`config.mk`:
```
export PLATFORM = sky130hd
export DESIGN_NAME = rvmem_seq
export DESIGN_NICKNAME = d
export VERILOG_FILES = /design/src/rtl/rvmem_pkg.sv /design/src/rtl/rvmem_seq.sv
export SDC_FILE = /design/constraint.sdc
export NUM_CORES = 1
export LEC_CHECK = 0
export BUFFER_PORTS_ARGS = -buffer_cell sky130_fd_sc_hd__buf_2
export CAP_MARGIN = 5
export CORE_ASPECT_RATIO = 1.5
export CORE_MARGIN = 1
export CORE_UTILIZATION = 40
export DETAILED_ROUTE_END_ITERATION = 8
export GPL_ROUTABILITY_DRIVEN = 0
export HOLD_SLACK_MARGIN = 0.12
export PLACE_DENSITY = 0.69
export SLEW_MARGIN = 15
export SYNTH_ARGS = -nofsm -noshare
export SYNTH_HDL_FRONTEND = slang
export SYNTH_SLANG_ARGS = --single-unit
```
`constraint.sdc`:
```
create_clock -name clk -period 1.5 [get_ports clk]
set_clock_uncertainty 0.05 [all_clocks]
set_input_delay 0.3 -clock clk [delete_from_list [all_inputs] [get_ports clk]]
set_output_delay 0.3 -clock clk [all_outputs]
set_load 0.005 [all_outputs]
```
`src/rtl/rvmem_pkg.sv`:
```
// rvmem_pkg: opcodes, access codes and sequencer types for the data memory stage
// used by rvmem_seq and riscv_data_memory_stage
// no dependencies
package rvmem_pkg;

	// major opcodes, instruction bits 6:0
	localparam logic [6:0] OPC_LOAD   = 7'b0000011;
	localparam logic [6:0] OPC_STORE  = 7'b0100011;
	localparam logic [6:0] OPC_OPIMM  = 7'b0010011;
	localparam logic [6:0] OPC_LUI    = 7'b0110111;
	localparam logic [6:0] OPC_OP     = 7'b0110011;
	localparam logic [6:0] OPC_BRANCH = 7'b1100011;
	localparam logic [6:0] OPC_JALR   = 7'b1100111;
	localparam logic [6:0] OPC_NONE   = 7'b0000000;

	// funct3 access sizes, instruction bits 14:12
	localparam logic [2:0] F3_HALF  = 3'b001;
	localparam logic [2:0] F3_WORD  = 3'b010;
	localparam logic [2:0] F3_BYTEU = 3'b100;

	localparam logic [7:0]  BYTE_MASK = 8'hFF;
	localparam logic [31:0] NO_LOAD   = 32'hFFFF_FFFF;

	typedef enum logic [2:0] {
		ST_CLEAR,
		ST_IDLE,
		ST_READ,
		ST_DRAIN,
		ST_WRITE,
		ST_FINISH
	} seq_state_t;

	typedef enum logic [1:0] {
		ACC_NONE,
		ACC_LOAD,
		ACC_STORE
	} acc_kind_t;

	// datapath to sequencer: a new item and what it does
	typedef struct packed {
		logic      start;
		acc_kind_t kind;
		logic [1:0] last_lane;
	} seq_req_t;

	// sequencer to datapath: memory strobes and result timing
	typedef struct packed {
		logic       ready;
		logic       clr;
		logic       rd;
		logic       wr;
		logic [1:0] lane;
		logic       finish;
	} seq_ctl_t;

endpackage

```
`src/rtl/rvmem_seq.sv`:
```
// rvmem_seq: sequencer for the byte-serial memory access and the clearing pass
// depends on rvmem_pkg
module rvmem_seq import rvmem_pkg::*; #(
	parameter int MEM_BYTES = 4096
) (
	input  logic                         clk,
	input  logic                         arst_n,
	input  seq_req_t                     req,
	input  logic                         out_free,
	output seq_ctl_t                     ctl,
	output logic [$clog2(MEM_BYTES)-1:0] clr_idx
);

	localparam int AW = $clog2(MEM_BYTES);

	seq_state_t  state_q, state_n;
	logic [1:0]  lane_q;
	logic [1:0]  last_q;
	logic [AW-1:0] clr_q;

	assign clr_idx = clr_q;

	always_ff @(posedge clk or negedge arst_n) begin
		if (!arst_n) begin
			state_q <= ST_CLEAR;
			lane_q  <= 2'd0;
			last_q  <= 2'd0;
			clr_q   <= '0;
		end else begin
			state_q <= state_n;
			if (ctl.clr) begin
				clr_q <= clr_q + 1'b1;
			end
			if (req.start) begin
				lane_q <= 2'd0;
				last_q <= req.last_lane;
			end else if (ctl.rd || ctl.wr) begin
				lane_q <= lane_q + 2'd1;
			end
		end
	end

	always_comb begin
		state_n = state_q;
		ctl     = '0;
		ctl.lane = lane_q;
		case (state_q)
			ST_CLEAR: begin
				ctl.clr = 1'b1;
				if (clr_q == AW'(MEM_BYTES - 1)) begin
					state_n = ST_IDLE;
				end
			end
			ST_IDLE: begin
				ctl.ready = 1'b1;
				if (req.start) begin
					case (req.kind)
						ACC_LOAD:  state_n = ST_READ;
						ACC_STORE: state_n = ST_WRITE;
						default:   state_n = ST_FINISH;
					endcase
				end
			end
			ST_READ: begin
				ctl.rd = 1'b1;
				if (lane_q == last_q) begin
					state_n = ST_DRAIN;
				end
			end
			// last read byte lands in the accumulator here
			ST_DRAIN: begin
				state_n = ST_FINISH;
			end
			ST_WRITE: begin
				ctl.wr = 1'b1;
				if (lane_q == last_q) begin
					state_n = ST_FINISH;
				end
			end
			ST_FINISH: begin
				if (out_free) begin
					ctl.finish = 1'b1;
					state_n    = ST_IDLE;
				end
			end
			default: begin
				state_n = ST_IDLE;
			end
		endcase
	end

endmodule

```
==> impl_metrics.tcl <==
set metrics [dict create \
    p_clk_share_pct 12.6 \
    grt_pass1_wl_mm 3.180 \
    die_y_um 62.81 \
    endpoint_kind "primary output" \
    cts_root_buf "clkbuf_4" \
    final_layout_size_suffix_gt1_share_pct 43.94 \
    p_per_area_nw_per_um2 1461 \
    grt_remaining_overflow 0 \
    yosys.area.top_type "dfrtp_1" \
    total_leakage_power_nw 0.6470 \
    grt_max_degree 20 \
    crit_type "reg -> out" \
    nets 144 \
    min-delay-start "req[0]" \
    wirelength_mm 1.806 \
    start_kind "flop" \
    irDropWorstVdd_uv 1034 \
    ys_warn_count 0 \
    p_sw_mw 0.6750 \
    num_antenna_cells 0 \
    yosysUniqueCellTypes 30 \
    tns_ns -0.2292 \
    multi_input_area_sq_um 518.0 \
    min_to "last_q[0]$_DFFE_PN0P_" \
    rrSetupSlack_ns 0.03 \
    outcome "finished, violations left" \
    post-route-drc-count 0 \
    slew_viol_final 0 \
    grt_usage_pct 15.14 \
    clk_path_buf_depth 2 \
    cap_violations 0 \
    setup_ws_ns -0.08266 \
    syn_avg_cell_area_sq_um 10.83 \
    seq_area_frac_synth_pct 48.22 \
    worstRegToRegCells 6 \
    synth.net_count 102 \
    drt_iter0_drc 17 \
    max_freq_mhz 631.8 \
    worst_pin_slew_ns 0.4108 \
    cts_sinks 19 \
    synth-seq-cells 19 \
    htree_levels 1 \
    place.port_buffers 26 \
    rsz0062_at_grt "true" \
    antenna_found_initial 0 \
    pwr-share-comb_pct 46.8 \
    whs_path_depth 2 \
    stdcell_count 155 \
    firstDrtPassIters 4 \
    io_pins 27 \
    fin_area_sq_um 1325 \
    p_seq_share_pct 40.6 \
    fin_crit_sh_pct 105.5 \
    synth_area_sq_um 985.9 \
    synthCells 91 \
    hp-class "in -> reg" \
    ant_nets 0 \
    slew_headroom_pct 72.62 \
    dp_hpwl_mm 1.445 \
    rr_startpoint "state_q[1]$_DFFE_PN0P_" \
    p_int_mw 1.261 \
    row_count 21 \
    worstPathArrival_ns 1.23 \
    die_area_sq_um 2671 \
    dp.cells 144 \
    period_needed_ns 1.583 \
    yosys.area.top_type_share_pct 48.22 \
    vias_per_cell 5.284 \
    cts_buffers 3 \
    fin_util_pct 57.96 \
    regArea_sq_um 478.0 \
    die_w_um 42.54 \
    sw_frac_of_total_pct 34.86 \
    violations "negative setup slack" \
    cp.required_ns 1.15 \
    path_clk_slew_ns 0.10 \
    wl_per_cell_um 11.65 \
    nFillCells 216 \
    path_max_fanout 7 \
    placed_area_sq_um 1176 \
    clock_latency_ns 0.28 \
    initial_core_util_pct 43.13 \
    finalHoldViolations 0 \
    r2r-end "clr_idx[7]$_DFFE_PN0P_" \
    vias 819 \
    grt_pass1_vias 794 \
    area_growth_pct 34.39 \
    cts_tree "built" \
    core_sq_um 2286 \
    setup_viol 5 \
    synthTopCellsByArea "dfrtp_1, xnor2_1, ha_1" \
]
[synth_stat cells]
master	n
nor2_1	7
o21ai_0	3
xnor2_1	11
nor3_2	1
dfrtp_1	19
and3_1	2
nand4_4	1
or2b_1	1
nand3_1	3
a211oi_1	1
buf_2	2
inv_1	4
buf_6	1
nand4b_1	1
nor4_1	1
nor3b_1	1
a311oi_1	1
xor2_1	4
or3_1	1
a21oi_1	3
nand2b_1	1
or2_2	1
nand2_1	8
ha_1	3
nand4_1	2
nor2b_1	2
and3_4	1
nor3_4	1
nor4b_1	1
mux2_2	3
[placed cells by master (no fill, tap or decap), types with 3 or more instances in the layout]
master / netlist / routed
a21oi_1: 3 / 3
buf_2: 2 / 25
buf_4: 0 / 9
buf_6: 1 / 5
clkbuf_4: 0 / 3
dfrtp_1: 19 / 17
ha_1: 3 / 3
inv_1: 4 / 4
mux2_2: 3 / 3
nand2_1: 8 / 8
nor2_1: 7 / 5
o21ai_0: 3 / 3
xnor2_1: 11 / 10
xor2_1: 4 / 4
[final cells by class]
type | count | area share, %
well taps | 23 | 2.172
clock buffers | 4 | 1.983
repair buffers | 40 | 19.55
multi-input cells | 65 | 39.09
flip-flops and latches | 19 | 36.07
inverters | 4 | 1.133
[state kept, by name, indices dropped and copies added (netlist names)]
register and count:
state_q 3, lane_q 2, clr_idx 12, last_q 2
[cell families after synthesis]
| logic type | synth area share, % |
|---|---|
| fa+ha+maj | 3.808 |
| buf+inv | 3.680 |
| xor+xnor | 13.32 |
| flops | 48.22 |
| mux | 3.426 |
| simple gates | 22.85 |
| compound gates | 4.695 |
[metrics by stage]
step           power, mW  setup WS, ns  hold slack, ns
2_1_floorplan      1.261       0.02807        -0.04559
3_3_place_gp       1.534        0.1078          0.2044
3_5_place_dp       1.564       0.07399          0.2054
4_1_cts            1.934      -0.08689          0.1789
5_1_grt            2.104       -0.1626          0.1672
6_report           1.936      -0.08266          0.1933
[power groups by stage]
stage	combinational (mW)	sequential (mW)	clock, mW
floorplan	0.481	0.780	0
global placement	0.743	0.791	0
detailed placement	0.760	0.804	0
CTS	0.879	0.793	0.262
global route	1.01	0.807	0.291
finish	0.907	0.786	0.243
[metal layers]
layer	part of all wire, %	global-route usage (%)
met5	0	0
met4	1.2	6.250
met3	6.1	3.468
met2	53	27.31
met1	40	16.36
[critical path, cell delays in order (launching register included)]
cell and delay [ns]:
dfrtp_2 0.46, buf_6 0.14, nor3_4 0.14, buf_6 0.13, buf_6 0.08
[worst max-delay path by stage]
stage	start	slack, ns	end
after floorplan	state_q[0]$_DFFE_PN0P_	0.03	clr_idx[7]$_DFFE_PN0P_
after global placement	state_q[2]$_DFFE_PN0P_	0.11	lane_q[1]$_DFFE_PN0P_
after detailed placement	state_q[0]$_DFFE_PN0P_	0.07	clr_idx[1]$_DFFE_PN0P_
after CTS	state_q[1]$_DFFE_PN0P_	-0.09	ctl[6]
after global routing	state_q[0]$_DFFE_PN0P_	-0.16	ctl[6]
final	state_q[1]$_DFFE_PN0P_	-0.08	ctl[5]
[repair_timing]
item	4_1_cts	5_1_grt
hold buffers	1	0
pin swaps	3	5
endpoints found under the setup margin	5	10
setup buffers	5	1
endpoints found under the hold margin	19	0
resized for setup	6	10
Note: power is estimated with default switching activity, not from simulation.
